**config.mk**
```make
export PLATFORM = sky130hd
export DESIGN_NAME = tcw_sequencer
export DESIGN_NICKNAME = d
export VERILOG_FILES = /design/src/rtl/tcw_pkg.sv /design/src/rtl/tcw_sequencer.sv
export SDC_FILE = /design/constraint.sdc
export NUM_CORES = 1
export LEC_CHECK = 0
export ABC_AREA = 1
export BUFFER_PORTS_ARGS = -buffer_cell sky130_fd_sc_hd__buf_2
export CAP_MARGIN = 5
export CELL_PAD_IN_SITES_DETAIL_PLACEMENT = 2
export CELL_PAD_IN_SITES_GLOBAL_PLACEMENT = 2
export CORE_ASPECT_RATIO = 1.25
export CORE_MARGIN = 2
export CORE_UTILIZATION = 24
export CTS_CLUSTER_SIZE = 40
export DETAILED_ROUTE_END_ITERATION = 10
export GPL_ROUTABILITY_DRIVEN = 0
export PLACE_DENSITY_LB_ADDON = 0.1
export SYNTH_ARGS = -nofsm -noshare
export SYNTH_HDL_FRONTEND = slang
export SYNTH_SLANG_ARGS = --single-unit
```
**constraint.sdc**
```tcl
create_clock -name clk_i -period 2.6 [get_ports clk_i]
set_input_delay 0.52 -clock clk_i [delete_from_list [all_inputs] [get_ports clk_i]]
set_output_delay 0.52 -clock clk_i [all_outputs]
set_load 0.02 [all_outputs]
```
**src/rtl/tcw_pkg.sv**
```systemverilog
// ----------------------------------------------------------------------------
// tcw_pkg
// Shared types, constants and the control store of the text console writer.
// ----------------------------------------------------------------------------
package tcw_pkg;

  localparam int CMD_W     = 2;
  localparam int CH_W      = 8;
  localparam int RADDR_W   = 11;
  localparam int CURSOR_W  = 11;
  localparam int COLOR_W   = 4;
  localparam int CELL_W    = 16;
  localparam int CFG_IDX_W = 1;
  localparam int STEP_W    = 4;

  localparam int DEF_COLUMNS = 80;
  localparam int DEF_ROWS    = 25;

  localparam logic [CH_W-1:0]    NEWLINE_CODE = 8'd10;
  localparam logic [CH_W-1:0]    SPACE_CODE   = 8'h20;
  localparam logic [COLOR_W-1:0] FG_RESET     = 4'hF;
  localparam logic [COLOR_W-1:0] BG_RESET     = 4'h1;

  // configuration register indexes
  localparam logic [CFG_IDX_W-1:0] REG_FG_COLOR = 1'd0;
  localparam logic [CFG_IDX_W-1:0] REG_BG_COLOR = 1'd1;

  typedef enum logic [CMD_W-1:0] {
    CMD_WRITE = 2'd0,
    CMD_CLEAR = 2'd1,
    CMD_READ  = 2'd2
  } cmd_e;

  typedef enum logic [STEP_W-1:0] {
    ST_INIT, ST_CHAR, ST_NL, ST_SCROLL, ST_CPY_RD, ST_CPY_WR,
    ST_FILL, ST_CLEAR, ST_READ, ST_READ_OUT, ST_NOP
  } step_e;

  typedef enum logic [1:0] {AS_CURSOR, AS_COUNT, AS_COUNT_ROW, AS_READ} addr_sel_e;
  typedef enum logic [1:0] {WD_CHAR, WD_SPACE, WD_ZERO, WD_COPY} wdata_sel_e;
  typedef enum logic [1:0] {CNT_HOLD, CNT_CLEAR, CNT_INC} cnt_op_e;
  typedef enum logic [2:0] {CUR_HOLD, CUR_ADVANCE, CUR_NEWLINE, CUR_HOME, CUR_LAST_ROW} cur_op_e;
  typedef enum logic [1:0] {CND_AT_LAST_CELL, CND_ON_LAST_ROW, CND_COPY_END, CND_FILL_END} cond_e;
  typedef enum logic [1:0] {JMP_NEXT, JMP_ALWAYS, JMP_IF, JMP_UNLESS} jmp_e;
  typedef enum logic [1:0] {FIN_NONE, FIN_RESULT, FIN_QUIET} fin_e;

  typedef struct packed {
    logic       mem_we;
    logic       mem_re;
    addr_sel_e  addr_sel;
    wdata_sel_e wdata_sel;
    cnt_op_e    cnt_op;
    cur_op_e    cur_op;
    logic       res_cell;
    cond_e      cond;
    jmp_e       jmp;
    step_e      target;
    fin_e       fin;
  } ucode_t;

  // sequencer to datapath
  typedef struct packed {
    logic       busy;
    logic       accept;
    logic       mem_we;
    logic       mem_re;
    addr_sel_e  addr_sel;
    wdata_sel_e wdata_sel;
    cnt_op_e    cnt_op;
    cur_op_e    cur_op;
    logic       res_load;
    logic       res_cell;
  } ctrl_t;

  // datapath to sequencer
  typedef struct packed {
    logic at_last_cell;
    logic on_last_row;
    logic copy_end;
    logic fill_end;
  } stat_t;

  function automatic ucode_t ucode_rom(step_e s);
    ucode_t u;
    u = '0;
    case (s)
      ST_INIT: begin
        // power-up clearing pass
        u.mem_we    = 1'b1;
        u.addr_sel  = AS_COUNT;
        u.wdata_sel = WD_ZERO;
        u.cnt_op    = CNT_INC;
        u.cond      = CND_FILL_END;
        u.jmp       = JMP_UNLESS;
        u.target    = ST_INIT;
        u.fin       = FIN_QUIET;
      end
      ST_CHAR: begin
        u.mem_we    = 1'b1;
        u.addr_sel  = AS_CURSOR;
        u.wdata_sel = WD_CHAR;
        u.cur_op    = CUR_ADVANCE;
        u.cond      = CND_AT_LAST_CELL;
        u.jmp       = JMP_IF;
        u.target    = ST_SCROLL;
        u.fin       = FIN_RESULT;
      end
      ST_NL: begin
        u.cur_op = CUR_NEWLINE;
        u.cond   = CND_ON_LAST_ROW;
        u.jmp    = JMP_IF;
        u.target = ST_SCROLL;
        u.fin    = FIN_RESULT;
      end
      ST_SCROLL: begin
        u.cnt_op = CNT_CLEAR;
        u.cur_op = CUR_LAST_ROW;
      end
      ST_CPY_RD: begin
        u.mem_re   = 1'b1;
        u.addr_sel = AS_COUNT_ROW;
      end
      ST_CPY_WR: begin
        u.mem_we    = 1'b1;
        u.addr_sel  = AS_COUNT;
        u.wdata_sel = WD_COPY;
        u.cnt_op    = CNT_INC;
        u.cond      = CND_COPY_END;
        u.jmp       = JMP_UNLESS;
        u.target    = ST_CPY_RD;
      end
      ST_FILL: begin
        u.mem_we    = 1'b1;
        u.addr_sel  = AS_COUNT;
        u.wdata_sel = WD_SPACE;
        u.cnt_op    = CNT_INC;
        u.cond      = CND_FILL_END;
        u.jmp       = JMP_UNLESS;
        u.target    = ST_FILL;
        u.fin       = FIN_RESULT;
      end
      ST_CLEAR: begin
        u.cnt_op = CNT_CLEAR;
        u.cur_op = CUR_HOME;
        u.jmp    = JMP_ALWAYS;
        u.target = ST_FILL;
      end
      ST_READ: begin
        u.mem_re   = 1'b1;
        u.addr_sel = AS_READ;
      end
      ST_READ_OUT: begin
        u.res_cell = 1'b1;
        u.fin      = FIN_RESULT;
      end
      ST_NOP: begin
        u.fin = FIN_RESULT;
      end
      default: begin
        u.fin = FIN_QUIET;
      end
    endcase
    return u;
  endfunction

  function automatic step_e entry_step(logic [CMD_W-1:0] cmd, logic [CH_W-1:0] ch);
    step_e s;
    case (cmd)
      CMD_WRITE: s = (ch == NEWLINE_CODE) ? ST_NL : ST_CHAR;
      CMD_CLEAR: s = ST_CLEAR;
      CMD_READ:  s = ST_READ;
      default:   s = ST_NOP;
    endcase
    return s;
  endfunction

endpackage

```
**src/rtl/tcw_sequencer.sv**
```systemverilog
// ----------------------------------------------------------------------------
// tcw_sequencer
// Step counter over the control store, branch logic and result handshake.
// ----------------------------------------------------------------------------
module tcw_sequencer (
  input  logic                      clk_i,
  input  logic                      rst_ni,
  input  logic                      in_valid_i,
  input  logic [tcw_pkg::CMD_W-1:0] in_cmd_i,
  input  logic [tcw_pkg::CH_W-1:0]  in_ch_i,
  output logic                      in_ready_o,
  input  logic                      out_ready_i,
  output logic                      out_valid_o,
  input  tcw_pkg::stat_t            stat_i,
  output tcw_pkg::ctrl_t            ctrl_o
);

  tcw_pkg::step_e  upc_q, upc_d;
  logic            busy_q, busy_d;
  logic            out_valid_q, out_valid_d;
  tcw_pkg::ucode_t uc;
  logic            cond;
  logic            taken;
  logic            finishing;
  logic            stall;
  logic            step_en;
  logic            accept;

  assign uc = tcw_pkg::ucode_rom(upc_q);

  always_comb begin
    case (uc.cond)
      tcw_pkg::CND_AT_LAST_CELL: cond = stat_i.at_last_cell;
      tcw_pkg::CND_ON_LAST_ROW:  cond = stat_i.on_last_row;
      tcw_pkg::CND_COPY_END:     cond = stat_i.copy_end;
      tcw_pkg::CND_FILL_END:     cond = stat_i.fill_end;
      default:                   cond = 1'b0;
    endcase
  end

  always_comb begin
    case (uc.jmp)
      tcw_pkg::JMP_ALWAYS: taken = 1'b1;
      tcw_pkg::JMP_IF:     taken = cond;
      tcw_pkg::JMP_UNLESS: taken = !cond;
      default:             taken = 1'b0;
    endcase
  end

  assign finishing = !taken && (uc.fin != tcw_pkg::FIN_NONE);
  // a result step waits until the output word is free
  assign stall   = finishing && (uc.fin == tcw_pkg::FIN_RESULT) && out_valid_q && !out_ready_i;
  assign step_en = busy_q && !stall;
  assign in_ready_o = !busy_q;
  assign accept  = in_valid_i && !busy_q;

  always_comb begin
    upc_d  = upc_q;
    busy_d = busy_q;
    if (accept) begin
      busy_d = 1'b1;
      upc_d  = tcw_pkg::entry_step(in_cmd_i, in_ch_i);
    end else if (step_en) begin
      if (taken) begin
        upc_d = uc.target;
      end else if (finishing) begin
        busy_d = 1'b0;
      end else begin
        upc_d = tcw_pkg::step_e'(upc_q + tcw_pkg::STEP_W'(1));
      end
    end
  end

  always_comb begin
    out_valid_d = out_valid_q;
    if (step_en && finishing && (uc.fin == tcw_pkg::FIN_RESULT)) begin
      out_valid_d = 1'b1;
    end else if (out_ready_i) begin
      out_valid_d = 1'b0;
    end
  end

  always_ff @(posedge clk_i or negedge rst_ni) begin
    if (!rst_ni) begin
      upc_q       <= tcw_pkg::ST_INIT;
      busy_q      <= 1'b1;
      out_valid_q <= 1'b0;
    end else begin
      upc_q       <= upc_d;
      busy_q      <= busy_d;
      out_valid_q <= out_valid_d;
    end
  end

  always_comb begin
    ctrl_o.busy      = busy_q;
    ctrl_o.accept    = accept;
    ctrl_o.mem_we    = step_en && uc.mem_we;
    ctrl_o.mem_re    = step_en && uc.mem_re;
    ctrl_o.addr_sel  = uc.addr_sel;
    ctrl_o.wdata_sel = uc.wdata_sel;
    ctrl_o.cnt_op    = step_en ? uc.cnt_op : tcw_pkg::CNT_HOLD;
    ctrl_o.cur_op    = step_en ? uc.cur_op : tcw_pkg::CUR_HOLD;
    ctrl_o.res_load  = step_en && finishing && (uc.fin == tcw_pkg::FIN_RESULT);
    ctrl_o.res_cell  = uc.res_cell;
  end

  assign out_valid_o = out_valid_q;

`ifndef ASSERT_OFF
  // only a result step may be held back
  a_stall_only_at_result: assert property (@(posedge clk_i) disable iff (!rst_ni)
    (busy_q && !step_en) |-> (finishing && out_valid_q))
    else $error("sequencer stalled outside a result step");
  // the power-up clearing pass produces no result
  a_init_quiet: assert property (@(posedge clk_i) disable iff (!rst_ni)
    (busy_q && upc_q == tcw_pkg::ST_INIT) |-> !out_valid_q)
    else $error("result during clearing pass");
  // a new result only comes from a running item
  a_result_from_item: assert property (@(posedge clk_i) disable iff (!rst_ni)
    ($rose(out_valid_q)) |-> ($past(busy_q) && !busy_q))
    else $error("result without finishing item");
`endif

endmodule

```
==> results by stage, run 1 <==
Worst setup path:
- STA classifies the critical path endpoint as a primary output.
- The number of cells on the worst reg-to-reg path is 13.
- The reg-to-reg critical path endpoint is upc_q[3]$_DFFE_PN0P_.
- The critical path is of the reg -> out type.
- The beginning of the worst register-to-register path is upc_q[1]$_DFFE_PN0P_.
- For flop-to-flop paths, the worst setup slack is approximately 0.64 ns.
- The data arrival time of the critical path is between 1.5 and 2 ns.
- STA puts the critical path data required time at approximately 2.1 ns.
- The largest driver fanout on the critical path is 8.
- STA classifies the critical path startpoint as a register.

Synthesis:
- The mapped netlist covers between 800 and 900 um^2.
- By count the netlist is led by nand2_1, inv_1, nor2_1.
- Of the post-synthesis cell area, the dominant cell type holds 0.148.
- The count of yosys warnings during synthesis is 0.
- For this run, asynchronously set or reset flops after synthesis account for 1.00.
- The count of cell types in the netlist is 27.
- The library cell with the highest instance count after synthesis is nand2_1.
- The synthesized design contains 6 register bits.
- The net count after synthesis is between 100 and 150.
- In this run, synthesis inferred 0 flip-flops with an integrated enable.
- Synthesis produced roughly 130 cells.
- The biggest area consumer among synthesized cells is dfrtp_1.
- Yosys attributes the largest share of cell area to dfrtp_1, nand2_1, nand2_4, inv_1, nor2_1.
- Among all flip-flop cells after synthesis, the most frequent one is dfrtp_1.
- Each instance of the synthesized netlist takes up on average 6.71 um^2.
- The proportion of synthesized chip area in sequential cells is 0.179.

Route:
- In the final routed layout, each cell accounts on average for between 10 and 15 um.
- The number of DRC markers in iteration 0 is 17.
- The iteration count of the initial detailed-routing pass is 3.
- The antenna violation net count after detailed routing is 0.
- The via count of the routed design is between 900 and 1000.
- The routed design has just under 3 mm of wire.
- For this run, design rule violations remaining after detail routing come to 0.
- The via count normalized by instance count is ~4.7.

GRT:
- The global-route usage over all layers is 0.148.
- For this run the aggregate overflow at the end of global routing stands at 0.
- The number of global-route vias before repair came to between 1000 and 1500.
- Entering global routing, the biggest net connects 9 pins.
- The number of antenna violations at the first check in global routing is 0.
- The first global-routing pass estimated 4.63 mm of wire.

Placed design:
- The total cell area at the placement stage is roughly 1000 um^2.
- After legalization and detailed placement, the total HPWL measured between 2 and 2.5 mm.
- The count of input and output buffers is 34.

Timing:
- At the pin with the least slew margin, the transition time is approximately 0.36 ns.
- The number of slew-limit violations in the final report is 0.
- The worst max-slew margin expressed relative to the limit is 0.759.
- The final cycle utilization of the critical path is 0.959.
- The final setup violation count is 0.
- The final critical path time including I/O delays and setup is roughly 2.5 ns.
- Clock skew on the completed layout was measured at 0.00429 ns.
- The highest clock frequency the design can meet is between 0.4 and 0.5 GHz.
- The number of endpoints with negative hold slack in the final report came to 0.

CTS:
- The CTS buffer count is 3.
- The cts-stage hold buffer count is 0.
- The root cell of the clock tree is clkbuf_8.
- The clock-pin slew reported for the worst setup and hold paths after clock tree synthesis is about 0.040 ns.
- TritonCTS built the clock tree.
- The maximum clock insertion buffer count is 2.
- The number of H-tree levels is 1.
- The total clock sinks is 6.
- The clock reaches the later pin of the worst-skew pair after approximately 0.23 ns.

Min path:
- The worst hold path class is in -> async.

Power and ir drop:
- The peak ir drop on the vdd network is 0.000623 V.
- Power spread over the standard cell area amounts to 1460 nW/um^2.
- The leakage dissipation is 0.664 nW.

Outcome:
- The run finished with clean final reports.

Job:
- The number of max-cap violations is 0.

Die:
- The cell row count is 24.
- The floorplan step defined a die boundary enclosing 4020 um^2.
- The core region is ~3400 um^2.
- The die span in x is 57.1 um.
- The overall die height is 70.4 um.
- The top-level port count is 35.
- The initial utilization of the core area, before any placement, comes to 0.247.

Finish:
- The signed area change from the synthesized netlist to the final layout is 44.8%.
- In the final layout, the share of cells above drive strength 1 is 0.512.
- The layout has 431 filler cells.
- Once layout is complete, the utilization of the core stands at 0.358.
- The finished cells cover ~1200 um^2.
- The final-stage net count is approximately 190.
- The repair_antennas step left the layout with diodes totalling 0.
kinds of logic after synthesis:
logic type                 after synthesis  share of synthesized area
AOI/OAI and AO/OA                       15                     0.0962
xor gates and xnor gates                 2                     0.0207
adders and majority gates                4                     0.0592
buffers and inverters                   24                      0.132
DFF                                      6                      0.179
and+or+nand+nor                         75                      0.513
timing repair:
| item | 4_1_cts | 5_1_grt |
|---|---|---|
| gates cloned | 0 | 0 |
| buffers inserted | 0 | 6 |
| resized for setup | 6 | 21 |
| setup endpoints to repair | 8 | 8 |
| pin swaps | 0 | 5 |
sequential cells by signal, summed over array words and instances, names as in the netlist:
signal       flops
upc_q            4
out_valid_o      1
busy_q           1
placed cells by master, fill, tap and decap left out, types with 3 or more instances in the layout:
cell      instances
dfrtp_1           3
nor2_4            3
nand2_4           7
nand3_1           8
a21oi_2           3
nand2_2           7
clkbuf_8          3
o21ai_0           7
nor2_1           14
nand2_1          23
buf_4            12
inv_2             6
nand3_2           3
inv_1            13
buf_2            29
report_power, final:
group          internal, mW  leakage (nW)  switching, mW
clock                 0.106        0.0228         0.0454
combinational         0.534         0.569          0.873
sequential            0.147        0.0721         0.0868
total                 0.787         0.664           1.00
metal layers:
layer  up-vias  part of all wire  track usage
li1        485                 -            -
met1       460              0.38        0.158
met2        16              0.59        0.291
met3         3             0.018      0.00556
met4         0             0.015       0.0620
met5         -                 0            0
worst max path at each step:
stage / depth (start not counted) / start / end / slack, ns
finish: 10 / upc_q[2]$_DFFE_PN0P_ / ctrl_o[11] / 0.11
global placement: 12 / upc_q[0]$_DFFE_PN0P_ / ctrl_o[11] / 0.21
detailed placement: 12 / upc_q[0]$_DFFE_PN0P_ / ctrl_o[11] / 0.08
CTS: 12 / upc_q[1]$_DFFE_PN0P_ / ctrl_o[11] / -0.004
floorplan: 11 / upc_q[0]$_DFFE_PN0P_ / ctrl_o[12] / 0.32
global route: 11 / upc_q[1]$_DFFE_PN0P_ / ctrl_o[11] / -0.03
metrics by stage:
stage	hold WS, ns	worst slack [ns]	instances	TNS [ns]	power (mW)
after floorplan	0.224	0.319	126	0	1.13
after CTS	0.104	-0.00366	201	-0.00366	1.64
after global placement	0.349	0.210	197	0	1.42
after global routing	0.104	-0.0267	207	-0.0327	1.98
final	0.106	0.106	207	0	1.79
after detailed placement	0.352	0.0781	197	0	1.45
cell type report:
cell class,count,area [um^2],share of cell area
Timing Repair Buffer,42,246,0.201
Tap cell,39,48.8,0.0398
Clock buffer,4,45.0,0.0368
Inverter,20,77.6,0.0633
Sequential cell,6,154,0.126
Multi-Input combinational cell,96,653,0.533
worst max-delay path: stages, from the launching register on:
cell and delay (ns):
dfrtp_1 0.48, nor2_4 0.26, nand2_1 0.14, nand2_1 0.12, nand3_2 0.10, nand2_4 0.09
nand2_4 0.07, nand3_4 0.11, nand2_8 0.09, nor2_1 0.11, buf_2 0.17
Power figures use the tool's default switching activity.
==> run 2, diff against run 1 <==
--- a/config.mk
+++ b/config.mk
@@ -5,14 +5,12 @@
 export SDC_FILE = /design/constraint.sdc
 export NUM_CORES = 1
 export LEC_CHECK = 0
-export ABC_AREA = 1
 export BUFFER_PORTS_ARGS = -buffer_cell sky130_fd_sc_hd__buf_2
 export CAP_MARGIN = 5
 export CELL_PAD_IN_SITES_DETAIL_PLACEMENT = 2
 export CELL_PAD_IN_SITES_GLOBAL_PLACEMENT = 2
-export CORE_ASPECT_RATIO = 1.25
 export CORE_MARGIN = 2
-export CORE_UTILIZATION = 24
+export CORE_UTILIZATION = 25
 export CTS_CLUSTER_SIZE = 40
 export DETAILED_ROUTE_END_ITERATION = 10
 export GPL_ROUTABILITY_DRIVEN = 0
==> results by stage, run 2 <==
Synthesis:
- The count of yosys warnings during synthesis is 0.
- Yosys attributes the largest share of cell area to dfrtp_1, ha_1, nand2_1, nand2b_1, nor2_1.
- The count of cell types in the netlist is 45.
- The count of flip-flops with a built-in enable after synthesis is 0.
- Among all flip-flop cells after synthesis, the most frequent one is dfrtp_1.
- The synthesized design spends more area on one cell type than any other, namely dfrtp_1.
- The number of standard cells after synthesis is approximately 110.
- Of the post-synthesis cell area, the dominant cell type holds 0.150.
- The net count after synthesis is 131.
- A synthesized cell averages 7.63 um^2.
- Summing every instance area after synthesis gives between 800 and 900 um^2.
- Ranked by instance count, the synthesized netlist is headed by nand2_1, nor2_1, a21oi_1, inv_1, nand2b_1.
- After synthesis the netlist holds a flip-flop and latch count of 6.
- The proportion of synthesized chip area in sequential cells is 0.182.
- The library cell with the highest instance count after synthesis is nand2_1.
- The fraction of registers with async set or reset after synthesis is 1.00.

Power and ir drop:
- The peak ir drop on the vdd network is 0.000389 V.
- The sequential share of power is 0.117.
- The total design power is about 2.2 mW.
- The share of total power dissipated in the clock network is 0.048.
- Of the total power, the share spent switching nets is 0.525.
- The net load switching power is between 1 and 1.5 mW.
- Of the total power, combinational logic draws 0.835.
- The leakage dissipation is ~0.64 nW.
- The internal portion of total power is between 1 and 1.5 mW.
- Dividing total power by cell area gives a power density of about 1600 nW/um^2.

Worst setup path:
- Traced cell by cell, the critical path runs through buf_6 > ha_4 > nor2_4 > buf_4 > o22ai_1 > and2_2 > a211o_4 > a211oi_2 > buf_4.
- The capturing element type of the critical path is a primary output.
- Of all nets on the critical path, the largest fanout is 6.
- STA puts the critical path data arrival time at between 2 and 2.5 ns.
- The start-to-end type of the worst setup path is reg -> out.
- Data on the critical path is required at its endpoint by around 2.1 ns.
- The most numerous cell type found on the critical path is buf_4.
- On the critical path the largest part of the delay comes from compound AO/OA/AOI/OAI gates.
- Among all stages on the critical path, the largest delay is contributed by dfrtp_1.
- The total buffers and inverters traversed by the critical path is 3.
- The worst setup path is launched from a register.
- In this design, the stage delay of the slowest critical-path cell is approximately 0.45 ns.

Timing:
- Setup violations remaining at the end of the flow were counted as 8.
- Based on the critical path, the design can be clocked at up to about 0.34 GHz.
- The number of endpoints with negative hold slack in the final report is 0.
- The number of slew-limit violations in the final report is 0.
- The final critical-path setup slack is -0.374 ns.
- For the pin with the worst max-slew slack, the measured transition is around 0.56 ns.
- The largest clock skew in the final design is about 0.0052 ns.
- The final cycle utilization of the critical path is 1.14.
- Hold is met by approximately 0.09 ns.
- Setup total negative slack on the finished layout was measured at -2.42 ns.
- Subtracting the final worst setup slack from the clock period gives slightly below 3 ns.
- Setup repair after global routing could not meet its margin everywhere.
- The worst max-slew margin expressed relative to the limit is 0.621.

Placed design:
- The count of input and output buffers is 34.
- Summing all placed instances gives a cell area of 1120 um^2.
- At the placement stage, the worst setup path has a slack of -0.206 ns.
- The number of cells in the design after placement is about 190.
- Detailed placement finished with a half-perimeter wire length of 2.65 mm.

Finish:
- The most flop-heavy register is upc_q.
- The fraction of layout cells with a size suffix above 1 is 0.572.
- After the last flow step, the layout net total stands at 189.
- The library cells used most frequently in the layout, excluding fill and tap cells, are buf_4, buf_2, nand2_1.
- 0 antenna diodes ended up in the layout.
- The register with the most flip-flops in the layout has 4 of them.
- Once layout is done, the placed cells without fillers occupy 1380 um^2.
- The count of non-filler cells in the finished layout is 210.
- The area growth from synthesis to layout is 65.4%.
- Leaving out fill and tap cells, the most frequent cell in the layout is buf_4.
- The final standard cell utilization of the core is 0.444.

CTS:
- The CTS buffer count is 3.
- Clock-pin slew was measured on the worst setup and hold paths at 0.06 ns.
- The total clock sinks is 6.
- The clock latency reported for the late side of the worst-skew pair is roughly 0.26 ns.
- In this run the deepest clock path goes through 2 buffers.
- Buffers inserted to repair hold after CTS numbered 0.
- The number of H-tree levels is 1.
- The clock tree from TritonCTS is built.
- The root cell of the clock tree is clkbuf_4.

Route:
- For this block, the via count after detailed routing is roughly 1100.
- The via count normalized by instance count is roughly 5.1.
- The final layout contains routed wiring with a total length of 4.27 mm.
- In the routed design, unresolved DRC markers number 0.
- The number of DRC markers in iteration 0 is 34.
- The antenna violation net count after detailed routing is 0.
- After detailed routing, the average wire length per cell comes to approximately 20 um.
- For this run, the detailed router's first-pass iteration total came to 3.

Die:
- The area of the core is between 3000 and 4000 um^2.
- The die span in x is about 60 um.
- The initial standard-cell utilization of the core is 0.268.
- The top-level port count is 35.
- The overall die height is ~62 um.
- The floorplan step defined a die boundary enclosing approximately 3800 um^2.
- In this run the core area contains 20 standard-cell rows.

GRT:
- Summed over all layers, the global routing overflow is 0.
- Entering global routing, the biggest net connects 14 pins.
- The first-pass GRT wire length is 6.04 mm.
- Across every metal layer, demand over resource in global routing totals 0.218.
- The number of global-route vias before repair is around 1200.
- The number of antenna violations at the first check in global routing is 0.

Min path:
- The min-delay analysis places its worst path in the category in -> async.

Outcome:
- The checks that failed: negative setup slack.
- The run finished, with violations left.

Job:
- The tool flagged a number of max-cap violations equal to 0.
-- run 2: cell types whose count changed after synthesis, moves of 3 or more --
cell      previous run  this run
nand2b_1             0         6
o21ai_0              7         3
nor3_1               1         4
and2_1               0         3
nand2_1             25        11
nor2b_1              0         3
nor2_1              15        10
nand2_4              7         0
nand3_1             10         2
nand2_2              6         1
inv_1               17         7
-- run 2: what timing repair did --
action	4_1_cts	5_1_grt
resized for setup	14	24
pin swaps	2	4
buffers inserted	7	5
endpoints found under the setup margin	8	8
-- run 2: routing by layer --
metal	GRT usage	routed length [um]	part of all wire	vias up
met1	0.266	1730	0.41	526
met2	0.418	2320	0.54	34
met3	0.0207	167	0.039	6
met4	0.0365	46	0.011	0
li1	-	-	-	500
met5	0	0	0	-
-- run 2: final cells by class --
class / instances / area, um^2
fillers: 373 / 1730
clock buffers: 4 / 26.3
flip-flops and latches: 6 / 153
repair buffers: 61 / 415
multi-input cells: 88 / 701
well taps: 44 / 55.1
inverters: 7 / 26.3
-- run 2: worst paths after layout --
check                                startpoint                       to  slack (ns)  cells after the start
min reg2reg                  busy_q$_DFFE_PN1P_  out_valid_o$_DFFE_PN0P_        0.69                      2
max reg2reg                upc_q[0]$_DFFE_PN0P_     upc_q[1]$_DFFE_PN0P_        0.10                     11
max in group asynchronous                rst_ni       busy_q$_DFFE_PN1P_        2.28                      1
min in group clk_i                  in_cmd_i[0]     upc_q[2]$_DFFE_PN0P_        0.59                      3
max                        upc_q[0]$_DFFE_PN0P_                ctrl_o[6]       -0.37                      9
min                                      rst_ni  out_valid_o$_DFFE_PN0P_        0.09                      1
-- run 2: cell families after synthesis --
group,after synthesis,share of synthesized area
DFF,6,0.182
muxes,3,0.0421
and+or+nand+nor,53,0.346
buffers and inverters,15,0.0962
AOI/OAI and AO/OA,28,0.274
adders and majority gates,4,0.0602
-- run 2: power by group through the flow --
stage / logic (mW) / clock network [mW] / registers [mW]
floorplan: 0.965 / 0 / 0.193
global placement: 1.37 / 0 / 0.229
detailed placement: 1.41 / 0 / 0.234
CTS: 1.57 / 0.0997 / 0.238
global route: 1.99 / 0.113 / 0.268
finish: 1.86 / 0.106 / 0.261
-- run 2: worst register-to-register path: stages (launching register included) --
cell and delay (ns):
dfrtp_1 0.45, buf_6 0.16, ha_4 0.18, nor2_4 0.17
mux2i_2 0.25, a211oi_2 0.09, nor2_2 0.18, buf_4 0.14
buf_6 0.10, buf_4 0.14, mux2_4 0.31, o31ai_2 0.23
==> run 3, diff against run 2 <==
--- a/config.mk
+++ b/config.mk
@@ -10,7 +10,8 @@
 export CELL_PAD_IN_SITES_DETAIL_PLACEMENT = 2
 export CELL_PAD_IN_SITES_GLOBAL_PLACEMENT = 2
 export CORE_MARGIN = 2
-export CORE_UTILIZATION = 25
+export CORE_UTILIZATION = 26
+export CTS_BUF_LIST = sky130_fd_sc_hd__clkbuf_8
 export CTS_CLUSTER_SIZE = 40
 export DETAILED_ROUTE_END_ITERATION = 10
 export GPL_ROUTABILITY_DRIVEN = 0
==> results by stage, run 3 (synthesis gave the netlist of run 2 again) <==
Route:
- Before antenna repair, the detailed router went through 4 iterations.
- Dividing the detail-routed wire length by the instance count gives between 15 and 20 um.
- The via count normalized by instance count is approximately 5.
- For this run, design rule violations remaining after detail routing come to 0.
- The via count of the routed design is a little over 1000.
- The number of DRC markers in iteration 0 is 38.
- The final layout contains routed wiring with a total length of approximately 3.7 mm.
- The antenna violation net count after detailed routing is 0.

GRT:
- For met3 alone, demand over resource in global routing was 0.0256.
- The number of global-route vias before repair is between 1000 and 1500.
- Entering global routing, the biggest net connects 14 pins.
- The met1 track utilization from global routing is 0.245.
- For this run, global-route usage on met2 was measured as 0.355.
- met2 is the most crowded layer.
- The global-route usage over all layers is 0.199.
- The number of antenna violations at the first check in global routing was 0.
- The first global-routing pass estimated ~5.3 mm of wire.
- For this run the aggregate overflow at the end of global routing stands at 0.

CTS:
- The clock tree from TritonCTS is built.
- The clock drives 6 sinks.
- After clock tree synthesis, the flow added hold-fix buffers numbering 0.
- The clock reaches the later pin of the worst-skew pair after around 0.23 ns.
- The number of H-tree levels is 1.
- CTS placed an instance of clkbuf_8 at the clock tree root.
- The clock-pin slew reported for the worst setup and hold paths after clock tree synthesis is 0.04 ns.
- The maximum clock insertion buffer count is 2.
- In this run, CTS created clock tree buffers numbering 3.

Worst setup path:
- The beginning of the worst register-to-register path is upc_q[1]$_DFFE_PN0P_.
- The critical path data required time is around 2.1 ns.
- The signal on the critical path passes through buf_4 > ha_2 > and2_1 > mux2i_1 > a211oi_2 > nor2_2 > a211o_4 > a21oi_2 > buf_4.
- The setup slack of the worst register-to-register path is roughly 0.090 ns.
- The worst register-to-register path ends at upc_q[2]$_DFFE_PN0P_.
- Among the stages of the critical path, the cell type that occurs most often is buf_4.
- The largest single stage delay on the critical path is roughly 0.41 ns.
- Counting cells, the worst reg-to-reg path comes to 11.
- STA classifies the critical path endpoint as a primary output.
- On the critical path, the stage with the largest delay is an instance of dfrtp_1.
- The largest driver fanout on the critical path is 6.
- The startpoint type of the worst setup path is a register.
- At the worst endpoint, the arrival time is 2.33 ns.
- The setup path with the least slack is of type reg -> out.

Finish:
- The final-stage net count is roughly 190.
- The number of filler instances in the final layout is around 370.
- The number of antenna diodes in the final layout is 0.
- The most flop-heavy register is upc_q.
- The register with the most flip-flops in the layout has 4 of them.
- The sequential cells in the finished layout cover a total of roughly 150 um^2.
- In the final layout, the share of cells above drive strength 1 is 0.506.
- Summing all multi-input logic gate instances after layout gives between 600 and 700 um^2.
- With fillers left out, the area of the finished cells amounts to approximately 1300 um^2.
- After the flow finishes, the layout carries non-filler instances totaling 206.
- The signed area change from the synthesized netlist to the final layout is 54.7%.
- In the layout the commonest cells are buf_2, buf_4, nand2_1.

Die:
- During I/O placement, the number of pins put on the boundary was 35.
- The floorplan step defined a die boundary enclosing around 3700 um^2.
- Measured along the y axis, the die boundary spans between 60 and 70 um.
- The floorplan has 20 rows.
- In this run the horizontal extent of the chip is approximately 60 um.
- The initial standard-cell utilization of the core is 0.273.
- The core region is 3050 um^2.

Placed design:
- The number of cells in the design after placement is 195.
- The placed instances occupy a cell area of roughly 1100 um^2.
- The count of input and output buffers is 34.
- Timing analysis after detailed placement gives a worst setup slack of -0.0762 ns.
- The detailed placer's ending HPWL is around 2.6 mm.

Timing:
- The number of endpoints with negative hold slack in the final report is 0.
- The final critical path time including I/O delays and setup is approximately 2.8 ns.
- Headroom to the max-slew limit came out at 0.658.
- The highest clock frequency the design can meet is about 0.35 GHz.
- The actual transition at the worst max-transition pin is just over 0.5 ns.
- Setup repair after global routing could not meet its margin everywhere.
- The final critical-path setup slack is -0.247 ns.
- The largest clock skew in the final design is roughly 0.008 ns.
- Setup violations remaining at the end of the flow were counted as 8.
- The sum of negative setup slack is -1.70 ns.
- The final cycle utilization of the critical path is 1.09.
- The number of slew-limit violations in the final report came to 0.

Power and ir drop:
- The peak ir drop on the vdd network is about 0.00055 V.
- The power density of the placed cells is 1580 nW/um^2.
- For this design the static power due to leakage is 0.621 nW.

Min path:
- The worst hold path class is in -> async.

Job:
- The number of max-cap violations is 0.

Outcome:
- The run finished, with violations left.
- The final reports fail on negative setup slack.
run 3: changes by cell type in the layout (fill, tap and decap cells not counted), sizes merged:
cell	before	now
inv	7	8
buf	61	57
clkbuf	4	3
run 3: repair_timing:
| item | CTS | global route |
|---|---|---|
| gates resized for setup | 14 | 5 |
| endpoints found under the hold margin | 0 | 0 |
| buffers inserted | 3 | 4 |
| pin swaps | 1 | 3 |
| setup endpoints to repair | 8 | 8 |
| cloned | 0 | 0 |
run 3: power breakdown:
part	total, mW	internal [mW]	switching (mW)	leakage [nW]
Combinational	1.66	0.730	0.926	0.522
Sequential	0.227	0.150	0.0763	0.0724
Clock	0.149	0.102	0.0471	0.0269
run 3: per-layer routing:
layer	share of wire	wire (um)
met1	0.41	1520
met2	0.54	2030
met3	0.032	121
met5	0	0
met4	0.015	55
run 3: final cells by class:
type	count	area share
clock buffers	3	0.0321
inverters	7	0.0204
clock inverters	1	0.00292
repair buffers	57	0.281
well taps	44	0.0428
flip-flops and latches	6	0.118
multi-input cells	88	0.503
run 3: per-stage QoR:
step | total power, mW | utilization | hold WS, ns
after floorplan | 1.16 | - | 0.224
after global placement | 1.59 | 0.370 | 0.352
after detailed placement | 1.64 | 0.370 | 0.354
after CTS | 1.91 | 0.407 | 0.109
after global routing | 2.17 | 0.422 | 0.111
final | 2.03 | 0.422 | 0.105
run 3: how the worst max path moves through the flow:
stage          slack, ns    endpoint                 start  cells past startpoint
2_1_floorplan      -0.08  ctrl_o[12]  upc_q[0]$_DFFE_PN0P_                      9
3_3_place_gp       0.003   ctrl_o[6]  upc_q[1]$_DFFE_PN0P_                      9
4_1_cts            -0.16   ctrl_o[2]  upc_q[0]$_DFFE_PN0P_                      8
6_report           -0.25   ctrl_o[2]  upc_q[1]$_DFFE_PN0P_                      9
3_5_place_dp       -0.08   ctrl_o[2]  upc_q[1]$_DFFE_PN0P_                      9
5_1_grt            -0.37   ctrl_o[2]  upc_q[1]$_DFFE_PN0P_                      9
run 3: worst max-delay path: cells and delay by family, from the launching register on:
kind | cells | cell delay (ns)
AOI/OAI and AO/OA | 3 | 0.80
adders and majority gates | 1 | 0.22
buffers and inverters | 2 | 0.31
DFF | 1 | 0.41
muxes | 1 | 0.10
and+or+nand+nor | 2 | 0.26
